--- config.mk ---
export PLATFORM = sky130hd
export DESIGN_NAME = link_role_handshake_unit_flat
export DESIGN_NICKNAME = d
export VERILOG_FILES = /design/src/rtl/lrh_pkg.sv /design/src/rtl/lrh_ifs.sv /design/src/rtl/link_role_handshake_unit.sv /design/src/rtl/lrh_cfg.sv /design/src/rtl/lrh_engine.sv /design/src/flat_wrapper.sv
export SDC_FILE = /design/constraint.sdc
export NUM_CORES = 1
export LEC_CHECK = 0
export ABC_AREA = 1
export BUFFER_PORTS_ARGS = -buffer_cell sky130_fd_sc_hd__buf_2
export CAP_MARGIN = 15
export CORE_MARGIN = 5
export CORE_UTILIZATION = 38
export CTS_CLUSTER_DIAMETER = 80
export DETAILED_ROUTE_END_ITERATION = 10
export GPL_ROUTABILITY_DRIVEN = 0
export HOLD_SLACK_MARGIN = 0.08
export PLACE_DENSITY = 0.62
export SKIP_LAST_GASP = 1
export SYNTH_ARGS = -nofsm -noshare
export SYNTH_HDL_FRONTEND = slang
export SYNTH_HIERARCHICAL = 1
export SYNTH_SLANG_ARGS = --single-unit
--- constraint.sdc ---
create_clock -name clk -period 3.8 [get_ports clk]
set_input_delay 0.38 -clock clk [delete_from_list [all_inputs] [get_ports clk]]
set_output_delay 0.38 -clock clk [all_outputs]
set_load 0.01 [all_outputs]
--- src/rtl/lrh_pkg.sv ---
// Shared types, codes and constants of the link role handshake block.
`timescale 1ns / 1ps
package lrh_pkg;

  localparam int unsigned ELAPSED_WIDTH_DEFAULT = 16;
  localparam int unsigned TIMEOUT_W             = 10;
  localparam int unsigned LIMIT_W               = 4;
  localparam int unsigned ATTEMPT_W             = 5;
  localparam int unsigned CFG_INDEX_W           = 4;
  localparam int unsigned CFG_DATA_W            = 10;

  localparam logic [TIMEOUT_W-1:0] REQUEST_TIMEOUT_RESET = 10'd500;
  localparam logic [TIMEOUT_W-1:0] OFFER_TIMEOUT_RESET   = 10'd500;
  localparam logic [LIMIT_W-1:0]   REQUEST_LIMIT_RESET   = 4'd10;
  localparam logic [LIMIT_W-1:0]   OFFER_LIMIT_RESET     = 4'd10;

  localparam logic [ATTEMPT_W-1:0] ATTEMPT_MAX = '1;

  localparam logic [CFG_INDEX_W-1:0] CFG_REQUEST_TIMEOUT = 4'd0;
  localparam logic [CFG_INDEX_W-1:0] CFG_OFFER_TIMEOUT   = 4'd1;
  localparam logic [CFG_INDEX_W-1:0] CFG_REQUEST_LIMIT   = 4'd2;
  localparam logic [CFG_INDEX_W-1:0] CFG_OFFER_LIMIT     = 4'd3;

  localparam logic [1:0] ROLE_NONE = 2'd0;
  localparam logic [1:0] ROLE_S1   = 2'd1;
  localparam logic [1:0] ROLE_S2   = 2'd2;

  typedef enum logic [1:0] {
    CMD_TICK    = 2'd0,
    CMD_REQUEST = 2'd1,
    CMD_OFFER   = 2'd2,
    CMD_ACK     = 2'd3
  } cmd_t;

  typedef enum logic [1:0] {
    MSG_NONE    = 2'd0,
    MSG_REQUEST = 2'd1,
    MSG_OFFER   = 2'd2,
    MSG_ACK     = 2'd3
  } msg_t;

  typedef enum logic [1:0] {
    PH_IDLE = 2'd0,
    PH_WAIT = 2'd1,
    PH_DONE = 2'd2
  } phase_t;

  typedef struct packed {
    logic [TIMEOUT_W-1:0] request_timeout_ms;
    logic [TIMEOUT_W-1:0] offer_timeout_ms;
    logic [LIMIT_W-1:0]   request_retry_limit;
    logic [LIMIT_W-1:0]   offer_retry_limit;
  } cfg_t;

  function automatic logic [ATTEMPT_W-1:0] bump(input logic [ATTEMPT_W-1:0] c);
    logic [ATTEMPT_W-1:0] r;
    r = (c == ATTEMPT_MAX) ? c : c + 1'b1;
    return r;
  endfunction

endpackage

--- src/rtl/lrh_ifs.sv ---
// Channel interfaces: input items, result items and configuration writes.
`timescale 1ns / 1ps
interface lrh_in_if;
  logic       valid;
  logic       ready;
  logic [1:0] cmd;
  logic [1:0] peer_first_role;
  logic [1:0] peer_second_role;
  modport source (output valid, cmd, peer_first_role, peer_second_role, input ready);
  modport sink (input valid, cmd, peer_first_role, peer_second_role, output ready);
endinterface

interface lrh_out_if;
  logic       valid;
  logic       ready;
  logic [1:0] send_kind;
  logic [1:0] send_first_role;
  logic [1:0] send_second_role;
  logic       start_server;
  logic       reannounce_bindings;
  logic [1:0] own_role;
  logic [1:0] partner_role;
  logic [1:0] phase_now;
  modport source (output valid, send_kind, send_first_role, send_second_role, start_server,
                  reannounce_bindings, own_role, partner_role, phase_now, input ready);
  modport sink (input valid, send_kind, send_first_role, send_second_role, start_server,
                reannounce_bindings, own_role, partner_role, phase_now, output ready);
endinterface

interface lrh_cfg_if;
  logic                           valid;
  logic                           ready;
  logic [lrh_pkg::CFG_INDEX_W-1:0] index;
  logic [lrh_pkg::CFG_DATA_W-1:0]  data;
  modport source (output valid, index, data, input ready);
  modport sink (input valid, index, data, output ready);
endinterface

--- src/rtl/link_role_handshake_unit.sv ---
// Top level of the link role handshake block.
//
//   channel     direction  carries
//   item_in     in         cmd, peer_first_role, peer_second_role
//   result_out  out        send_kind, send roles, pulses, own/partner role, phase_now
//   cfg         in         index, data: timeouts and retry limits
//
// One item per cycle is accepted unless the result side stalls; each gives exactly one result,
// registered in the input register and then in the result register around the state update.
// The negotiation state is updated as an item moves into the result register.
// Reset clears the state and loads the default timeouts and limits.
// A stalled result holds one item in the input register, after which item_in stalls.
`timescale 1ns / 1ps
module link_role_handshake_unit #(
  parameter int unsigned ELAPSED_WIDTH = lrh_pkg::ELAPSED_WIDTH_DEFAULT
) (
  input logic       clk,
  input logic       rst,
  lrh_in_if.sink    item_in,
  lrh_out_if.source result_out,
  lrh_cfg_if.sink   cfg
);
  import lrh_pkg::*;

  cfg_t regs;

  lrh_cfg u_cfg (
    .clk  (clk),
    .rst  (rst),
    .cfg  (cfg),
    .regs (regs)
  );

  lrh_engine #(
    .ELAPSED_WIDTH (ELAPSED_WIDTH)
  ) u_engine (
    .clk        (clk),
    .rst        (rst),
    .regs       (regs),
    .item_in    (item_in),
    .result_out (result_out)
  );

endmodule

--- src/rtl/lrh_cfg.sv ---
// Configuration register file: timeouts and retry limits.
`timescale 1ns / 1ps
module lrh_cfg (
  input  logic          clk,
  input  logic          rst,
  lrh_cfg_if.sink       cfg,
  output lrh_pkg::cfg_t regs
);
  import lrh_pkg::*;

  cfg_t regs_q;

  assign cfg.ready = 1'b1;
  assign regs      = regs_q;

  always_ff @(posedge clk) begin
    if (rst) begin
      regs_q.request_timeout_ms  <= REQUEST_TIMEOUT_RESET;
      regs_q.offer_timeout_ms    <= OFFER_TIMEOUT_RESET;
      regs_q.request_retry_limit <= REQUEST_LIMIT_RESET;
      regs_q.offer_retry_limit   <= OFFER_LIMIT_RESET;
    end else if (cfg.valid) begin
      case (cfg.index)
        CFG_REQUEST_TIMEOUT: regs_q.request_timeout_ms  <= cfg.data[TIMEOUT_W-1:0];
        CFG_OFFER_TIMEOUT:   regs_q.offer_timeout_ms    <= cfg.data[TIMEOUT_W-1:0];
        CFG_REQUEST_LIMIT:   regs_q.request_retry_limit <= cfg.data[LIMIT_W-1:0];
        CFG_OFFER_LIMIT:     regs_q.offer_retry_limit   <= cfg.data[LIMIT_W-1:0];
        default: ;
      endcase
    end
  end

endmodule

--- src/rtl/lrh_engine.sv ---
// Input register, negotiation state update and result register.
`timescale 1ns / 1ps
module lrh_engine #(
  parameter int unsigned ELAPSED_WIDTH = lrh_pkg::ELAPSED_WIDTH_DEFAULT
) (
  input  logic         clk,
  input  logic         rst,
  input  lrh_pkg::cfg_t regs,
  lrh_in_if.sink       item_in,
  lrh_out_if.source    result_out
);
  import lrh_pkg::*;

  localparam logic [ELAPSED_WIDTH-1:0] ELAPSED_MAX = '1;

  // Input register
  logic       s1_valid;
  logic [1:0] s1_cmd;
  logic [1:0] s1_r1;
  logic [1:0] s1_r2;

  // Negotiation state
  phase_t                 phase;
  logic [1:0]             self_role;
  logic [1:0]             peer_role;
  logic [ELAPSED_WIDTH-1:0] elapsed_ms;
  logic [ATTEMPT_W-1:0]   request_attempts;
  logic [ATTEMPT_W-1:0]   offer_attempts;

  phase_t                 phase_next;
  logic [1:0]             self_role_next;
  logic [1:0]             peer_role_next;
  logic [ELAPSED_WIDTH-1:0] elapsed_ms_next;
  logic [ATTEMPT_W-1:0]   request_attempts_next;
  logic [ATTEMPT_W-1:0]   offer_attempts_next;

  logic [ELAPSED_WIDTH-1:0] elapsed_inc;
  logic [ATTEMPT_W-1:0]   req_bumped;
  logic [ATTEMPT_W-1:0]   off_bumped;
  logic                   match;
  msg_t                   kind;
  logic                   start;
  logic                   reann;

  // Result register
  logic o_valid;
  logic adv;

  // The result register frees up when empty or when its item is taken this cycle.
  assign adv           = !o_valid || result_out.ready;
  assign item_in.ready = !s1_valid || adv;
  assign result_out.valid = o_valid;

  assign elapsed_inc = (elapsed_ms == ELAPSED_MAX) ? elapsed_ms : elapsed_ms + 1'b1;
  assign req_bumped  = bump(request_attempts);
  assign off_bumped  = bump(offer_attempts);
  assign match       = (s1_r2 == self_role) && (s1_r1 == peer_role);

  always_comb begin
    phase_next            = phase;
    self_role_next        = self_role;
    peer_role_next        = peer_role;
    elapsed_ms_next       = elapsed_ms;
    request_attempts_next = request_attempts;
    offer_attempts_next   = offer_attempts;
    kind                  = MSG_NONE;
    start                 = 1'b0;
    reann                 = 1'b0;
    case (s1_cmd)
      CMD_TICK: begin
        elapsed_ms_next = elapsed_inc;
        if (phase == PH_IDLE &&
            elapsed_inc > ELAPSED_WIDTH'(regs.request_timeout_ms)) begin
          request_attempts_next = req_bumped;
          if (req_bumped > ATTEMPT_W'(regs.request_retry_limit)) begin
            self_role_next = ROLE_S1;
            peer_role_next = ROLE_S2;
            phase_next     = PH_DONE;
            start          = 1'b1;
          end else begin
            kind            = MSG_REQUEST;
            elapsed_ms_next = '0;
          end
        end else if (phase == PH_WAIT &&
                     elapsed_inc > ELAPSED_WIDTH'(regs.offer_timeout_ms)) begin
          offer_attempts_next = off_bumped;
          if (off_bumped > ATTEMPT_W'(regs.offer_retry_limit)) begin
            phase_next = PH_DONE;
          end else begin
            kind            = MSG_OFFER;
            elapsed_ms_next = '0;
          end
        end
      end
      CMD_REQUEST: begin
        if (phase == PH_IDLE) begin
          self_role_next = ROLE_S1;
          peer_role_next = ROLE_S2;
          phase_next     = PH_WAIT;
        end
        kind                = MSG_OFFER;
        offer_attempts_next = '0;
      end
      CMD_OFFER: begin
        if (phase == PH_IDLE) begin
          self_role_next = s1_r2;
          peer_role_next = s1_r1;
          kind           = MSG_ACK;
          phase_next     = PH_DONE;
          start          = 1'b1;
        end else if (match) begin
          kind = MSG_ACK;
          if (phase == PH_WAIT) begin
            phase_next = PH_DONE;
            start      = 1'b1;
          end else begin
            reann = 1'b1;
          end
        end
      end
      CMD_ACK: begin
        if (phase != PH_IDLE && match) begin
          if (phase == PH_WAIT) begin
            phase_next = PH_DONE;
            start      = 1'b1;
          end else begin
            reann = 1'b1;
          end
        end
      end
      default: ;
    endcase
  end

  always_ff @(posedge clk) begin
    if (rst) begin
      s1_valid         <= 1'b0;
      o_valid          <= 1'b0;
      phase            <= PH_IDLE;
      self_role        <= ROLE_NONE;
      peer_role        <= ROLE_NONE;
      elapsed_ms       <= '0;
      request_attempts <= '0;
      offer_attempts   <= '0;
    end else begin
      if (item_in.valid && item_in.ready) begin
        s1_valid <= 1'b1;
        s1_cmd   <= item_in.cmd;
        s1_r1    <= item_in.peer_first_role;
        s1_r2    <= item_in.peer_second_role;
      end else if (adv) begin
        s1_valid <= 1'b0;
      end
      if (adv) begin
        o_valid <= s1_valid;
      end
      if (adv && s1_valid) begin
        phase            <= phase_next;
        self_role        <= self_role_next;
        peer_role        <= peer_role_next;
        elapsed_ms       <= elapsed_ms_next;
        request_attempts <= request_attempts_next;
        offer_attempts   <= offer_attempts_next;
        result_out.send_kind           <= kind;
        result_out.send_first_role     <=
          (kind == MSG_OFFER || kind == MSG_ACK) ? self_role_next : ROLE_NONE;
        result_out.send_second_role    <=
          (kind == MSG_OFFER || kind == MSG_ACK) ? peer_role_next : ROLE_NONE;
        result_out.start_server        <= start;
        result_out.reannounce_bindings <= reann;
        result_out.own_role            <= self_role_next;
        result_out.partner_role        <= peer_role_next;
        result_out.phase_now           <= phase_next;
      end
    end
  end

  a_start_means_done: assert property (@(posedge clk) disable iff (rst)
    o_valid && result_out.start_server |-> result_out.phase_now == PH_DONE)
    else $error("start_server pulsed outside the finished phase");

  a_pulses_exclusive: assert property (@(posedge clk) disable iff (rst)
    o_valid |-> !(result_out.start_server && result_out.reannounce_bindings))
    else $error("start_server and reannounce_bindings in the same item");

  a_roles_only_with_offer_ack: assert property (@(posedge clk) disable iff (rst)
    o_valid && (result_out.send_kind == MSG_NONE || result_out.send_kind == MSG_REQUEST)
    |-> result_out.send_first_role == ROLE_NONE && result_out.send_second_role == ROLE_NONE)
    else $error("roles sent with a message that carries none");

  a_done_sticks: assert property (@(posedge clk) disable iff (rst)
    !$past(rst) && $past(phase) == PH_DONE |-> phase == PH_DONE)
    else $error("negotiation left the finished phase");

  a_stall_only_when_full: assert property (@(posedge clk) disable iff (rst)
    !item_in.ready |-> s1_valid && o_valid)
    else $error("input stalled while a stage was free");

endmodule

--- src/flat_wrapper.sv ---
// flat-port wrapper written by rule: the top's interface ports become plain ports
module link_role_handshake_unit_flat import lrh_pkg::*;
#(
  parameter int unsigned ELAPSED_WIDTH = lrh_pkg::ELAPSED_WIDTH_DEFAULT
)
  (clk, rst, item_in_valid, item_in_cmd, item_in_peer_first_role, item_in_peer_second_role, item_in_ready, result_out_valid, result_out_send_kind, result_out_send_first_role, result_out_send_second_role, result_out_start_server, result_out_reannounce_bindings, result_out_own_role, result_out_partner_role, result_out_phase_now, result_out_ready, cfg_valid, cfg_index, cfg_data, cfg_ready);
  lrh_in_if item_in_i ();
  lrh_out_if result_out_i ();
  lrh_cfg_if cfg_i ();
  input logic clk;
  input logic rst;
  input wire logic [$bits(item_in_i.valid)-1:0] item_in_valid;
  input wire logic [$bits(item_in_i.cmd)-1:0] item_in_cmd;
  input wire logic [$bits(item_in_i.peer_first_role)-1:0] item_in_peer_first_role;
  input wire logic [$bits(item_in_i.peer_second_role)-1:0] item_in_peer_second_role;
  output wire logic [$bits(item_in_i.ready)-1:0] item_in_ready;
  output wire logic [$bits(result_out_i.valid)-1:0] result_out_valid;
  output wire logic [$bits(result_out_i.send_kind)-1:0] result_out_send_kind;
  output wire logic [$bits(result_out_i.send_first_role)-1:0] result_out_send_first_role;
  output wire logic [$bits(result_out_i.send_second_role)-1:0] result_out_send_second_role;
  output wire logic [$bits(result_out_i.start_server)-1:0] result_out_start_server;
  output wire logic [$bits(result_out_i.reannounce_bindings)-1:0] result_out_reannounce_bindings;
  output wire logic [$bits(result_out_i.own_role)-1:0] result_out_own_role;
  output wire logic [$bits(result_out_i.partner_role)-1:0] result_out_partner_role;
  output wire logic [$bits(result_out_i.phase_now)-1:0] result_out_phase_now;
  input wire logic [$bits(result_out_i.ready)-1:0] result_out_ready;
  input wire logic [$bits(cfg_i.valid)-1:0] cfg_valid;
  input wire logic [$bits(cfg_i.index)-1:0] cfg_index;
  input wire logic [$bits(cfg_i.data)-1:0] cfg_data;
  output wire logic [$bits(cfg_i.ready)-1:0] cfg_ready;
  assign item_in_i.valid = item_in_valid;
  assign item_in_i.cmd = item_in_cmd;
  assign item_in_i.peer_first_role = item_in_peer_first_role;
  assign item_in_i.peer_second_role = item_in_peer_second_role;
  assign item_in_ready = item_in_i.ready;
  assign result_out_valid = result_out_i.valid;
  assign result_out_send_kind = result_out_i.send_kind;
  assign result_out_send_first_role = result_out_i.send_first_role;
  assign result_out_send_second_role = result_out_i.send_second_role;
  assign result_out_start_server = result_out_i.start_server;
  assign result_out_reannounce_bindings = result_out_i.reannounce_bindings;
  assign result_out_own_role = result_out_i.own_role;
  assign result_out_partner_role = result_out_i.partner_role;
  assign result_out_phase_now = result_out_i.phase_now;
  assign result_out_i.ready = result_out_ready;
  assign cfg_i.valid = cfg_valid;
  assign cfg_i.index = cfg_index;
  assign cfg_i.data = cfg_data;
  assign cfg_ready = cfg_i.ready;
  link_role_handshake_unit #(.ELAPSED_WIDTH(ELAPSED_WIDTH)) u_core (.clk(clk), .rst(rst), .item_in(item_in_i), .result_out(result_out_i), .cfg(cfg_i));
endmodule
==> run_results.csv <==
group,metric,value,unit
logic_synthesis,syn-cell-area,5080,µm²
drt,vias,4516,
power_and_ir_drop,power,1930,µW
drt,viasPerCell,4.91,
logic_synthesis,synthXorXnorAreaFrac,0.0241,
drt,wirelength,11.4,mm
clock_network,cts_buffer_depth,2,
drt,postRouteAntennaNets,0,
grt,grt_pass1_wl,19.5,mm
layout,final_nets,792,
drt,drt_iter0_drc,376,
timing,post-route-min-period,3320,ps
logic_synthesis,synth.area.mux_share,0,
layout,instances_no_fill,919,
floorplan,die_w,126,µm
setup_path,crit_type,"register to register",
setup_path,critPathSlowestCell,"dfxtp_1",
setup_path,worst_r2r_endpoint,"u_core/u_engine/result_out.phase_now[1]",
placed_design,dp.cells,903,
floorplan,dieArea,15800,µm²
setup_path,cp.arrival,3420,ps
setup_path,cp_common_cell,"nand2_1",
setup_path,ff2ff_path_depth,21,
logic_synthesis,synth_compound_area_frac,0.102,
clock_network,clk_pin_slew_worst_paths,70,ps
setup_path,cp.depth,21,
power_and_ir_drop,irDropWorstVdd,0.000278,V
floorplan,dieHeight,126,µm
setup_path,slowest_delay,440,ps
layout,multi_input_area,2710,µm²
clock_network,postCtsSetupBuffers,0,
job,cap_viol_max_count,0,
clock_network,insertion_delay,350,ps
timing,setup_violations,0,
setup_path,r2r-start,"u_core/u_engine/elapsed_ms[0]",
clock_network,cts_buffers,9,
logic_synthesis,avgSynthCellArea,7.22,µm²
layout,finish.utilization,0.432,
hold_path,hp-class,"input pin to register",
timing,slew_headroom,0.281,
setup_path,end_kind,"register",
hold_path,worstHoldStart,"item_in_peer_first_role[1]",
layout,drive_above_1_share,0.135,
layout,diodes,0,
logic_synthesis,syn-instance-count,704,
logic_synthesis,synth_nets,758,
clock_network,cts_tree,"yes",
layout,syn_to_final_growth,12.1,%
setup_path,critical_path_required,3900,ps
status,outcome,"finished, final reports clean",
logic_synthesis,yosysWarnings,6,
logic_synthesis,synth-seq-cells,82,
timing,fin_crit_sh,0.873,
hold_path,whs_path_depth,1,
logic_synthesis,ys_seq_area_frac,0.363,
timing,fmax,0.301,GHz
setup_path,crit_buf_inv,3,
grt,grt_usage,0.149,
layout,seq_area,1840,µm²
setup_path,r2r_slack,480,ps
hold_path,hold_end,"u_core/u_engine/s1_r1[1]",
logic_synthesis,synthAdderAreaFrac,0.0714,
timing,worst-slew-pin-transition,1070,ps
floorplan,ioPinCount,42,
logic_synthesis,synthDistinctLibCells,37,
placed_design,numPortBuffers,40,
grt,grt_antenna_before_repair,0,
grt,overflow,0,
clock_network,cts-root-buf,"clkbuf_16",
floorplan,core_area,13200,µm²
setup_path,cp_cell_sequence,"ha_2 > nand3_1 > inv_2 > nand2_2 > nor2_4 > nor3_1 > nand3_1 > xor2_1 > inv_1 > ha_1 > nand2_1 > o21ai_0 > o21bai_1 > nand2_1 > nand2_1 > nand2_2 > nand3_4 > nand2_1 > inv_1 > nand2_2 > nand2_1",
timing,fin_setup_tns,0,ps
floorplan,initial_utilization,0.385,
clock_network,cts.sinks,82,
logic_synthesis,synth-simple-area-share,0.332,
power_and_ir_drop,p_leak,0.00276,µW
placed_design,post-dp-hpwl,8.42,mm
clock_network,htreeDepth,3,
logic_synthesis,synth_top_family_by_area,"simple AND/OR/NAND/NOR gates",
timing,report.final.slew_viol_count,0,
setup_path,cp-start-kind,"register",
grt,grt_max_degree,34,
floorplan,rows,42,
timing,whs,198,ps
drt,wl_per_cell,12.4,µm
timing,hold_violations,0,
grt,grt_pass1_vias,4087,
drt,remaining_drc_errors,0,
setup_path,worst_path_dominant_cell_family,"simple AND/OR/NAND/NOR gates",
timing,rsz0062_at_grt,"false",
setup_path,critPathMaxFanout,18,
power_and_ir_drop,power_density,340,nW/µm²
timing,skew,5.67,ps
layout,fillers,1347,
drt,drt-pass1-iter-count,5,
[cell usage in the layout, fill, tap and decap left out, drive strengths merged, types with 20 or more instances in the layout]
cell type / netlist / layout
a21oi: 57 / 57
buf: 13 / 41
dfxtp: 62 / 62
edfxtp: 20 / 20
ha: 29 / 29
inv: 116 / 120
nand2: 156 / 156
nand3: 60 / 60
nand4: 53 / 53
nor2: 72 / 72
o21ai: 27 / 27
[area by class of cell]
| cell class | count | area share |
|---|---|---|
| Multi-Input combinational cell | 488 | 0.475 |
| Sequential cell | 82 | 0.323 |
| Inverter | 116 | 0.0764 |
| Clock buffer | 9 | 0.0395 |
| Tap cell | 176 | 0.0387 |
| Timing Repair Buffer | 41 | 0.0365 |
| Clock inverter | 7 | 0.0105 |
[layer usage]
layer,global-route usage,wire (µm),vias up,part of all wire
met5,0,0,-,0
met4,0.0415,134,0,0.012
met3,0.0453,499,13,0.044
met2,0.213,4720,82,0.42
met1,0.216,6010,2017,0.53
li1,-,-,2404,-
[power breakdown]
part / internal, µW / switching (µW) / total (µW)
combinational: 51.4 / 113 / 164
sequential: 917 / 15.8 / 933
clock: 454 / 383 / 837
[state kept, by name, indices dropped and copies added, names as in the netlist, 5 cells and up]
| signal | cells |
|---|---|
| u_core/u_cfg/regs | 28 |
| u_core/u_engine/elapsed_ms | 16 |
| u_core/u_engine/offer_attempts | 5 |
| u_core/u_engine/request_attempts | 5 |
[metrics by stage]
stage	setup WS (ps)	area [µm²]
global route	48.2	5700
finish	481	5700
detailed placement	445	5400
global placement	537	5400
CTS	423	5690
floorplan	854	5080
[timing repair]
item                                    4_1_cts  5_1_grt
hold buffers                                  0        0
endpoints found under the setup margin        0        9
resized for setup                             0        2
[worst max-delay path by stage]
stage,end,slack [ps],from
after global placement,u_core/u_engine/result_out.phase_now[1],540,u_core/u_engine/elapsed_ms[0]
after floorplan,u_core/u_engine/result_out.send_first_role[0],850,u_core/u_engine/elapsed_ms[0]
after CTS,u_core/u_engine/result_out.send_second_role[0],420,u_core/u_engine/elapsed_ms[0]
after global routing,u_core/u_engine/result_out.send_second_role[0],50,u_core/u_engine/elapsed_ms[0]
final,u_core/u_engine/result_out.phase_now[1],480,u_core/u_engine/elapsed_ms[0]
after detailed placement,u_core/u_engine/result_out.send_second_role[0],440,u_core/u_engine/elapsed_ms[0]
[Yosys cell counts]
library cell	number	area (µm²)
o21ai_1	9	45.0
a21oi_2	1	8.76
xnor2_1	3	26.3
inv_1	108	405
a21oi_1	55	275
nor2_1	61	229
nor2_4	5	56.3
a31oi_1	3	18.8
nor2_2	5	31.3
ha_1	29	363
edfxtp_1	20	601
nand2_1	144	541
clkbuf_1	5	18.8
nand4_1	53	332
o22ai_1	1	6.26
o21bai_1	6	45.0
inv_2	8	30.0
buf_4	2	15.0
buf_2	6	30.0
nand2_4	2	22.5
buf_1	2	7.51
nand3_1	54	270
o21ai_0	16	80.1
nand3b_1	2	15.0
buf_6	3	33.8
nand2_2	10	62.6
nand3_2	4	40.0
xor2_1	11	96.3
nor3_1	3	15.0
a211oi_1	1	7.51
nor2_8	1	20.0
nor4_1	3	18.8
o21ai_2	2	17.5
a21oi_4	1	16.3
nand3_4	2	35.0
conb_1	1	3.75
dfxtp_1	62	1240
[kinds of logic after synthesis]
kind of cell | Yosys count
buffers and inverters | 134
AND/OR/NAND/NOR | 349
adder cells (fa/ha/maj) | 29
AO/OA/AOI/OAI | 95
other | 1
flip-flops | 82
XOR/XNOR | 14
Note: power is estimated with default switching activity, not from simulation.
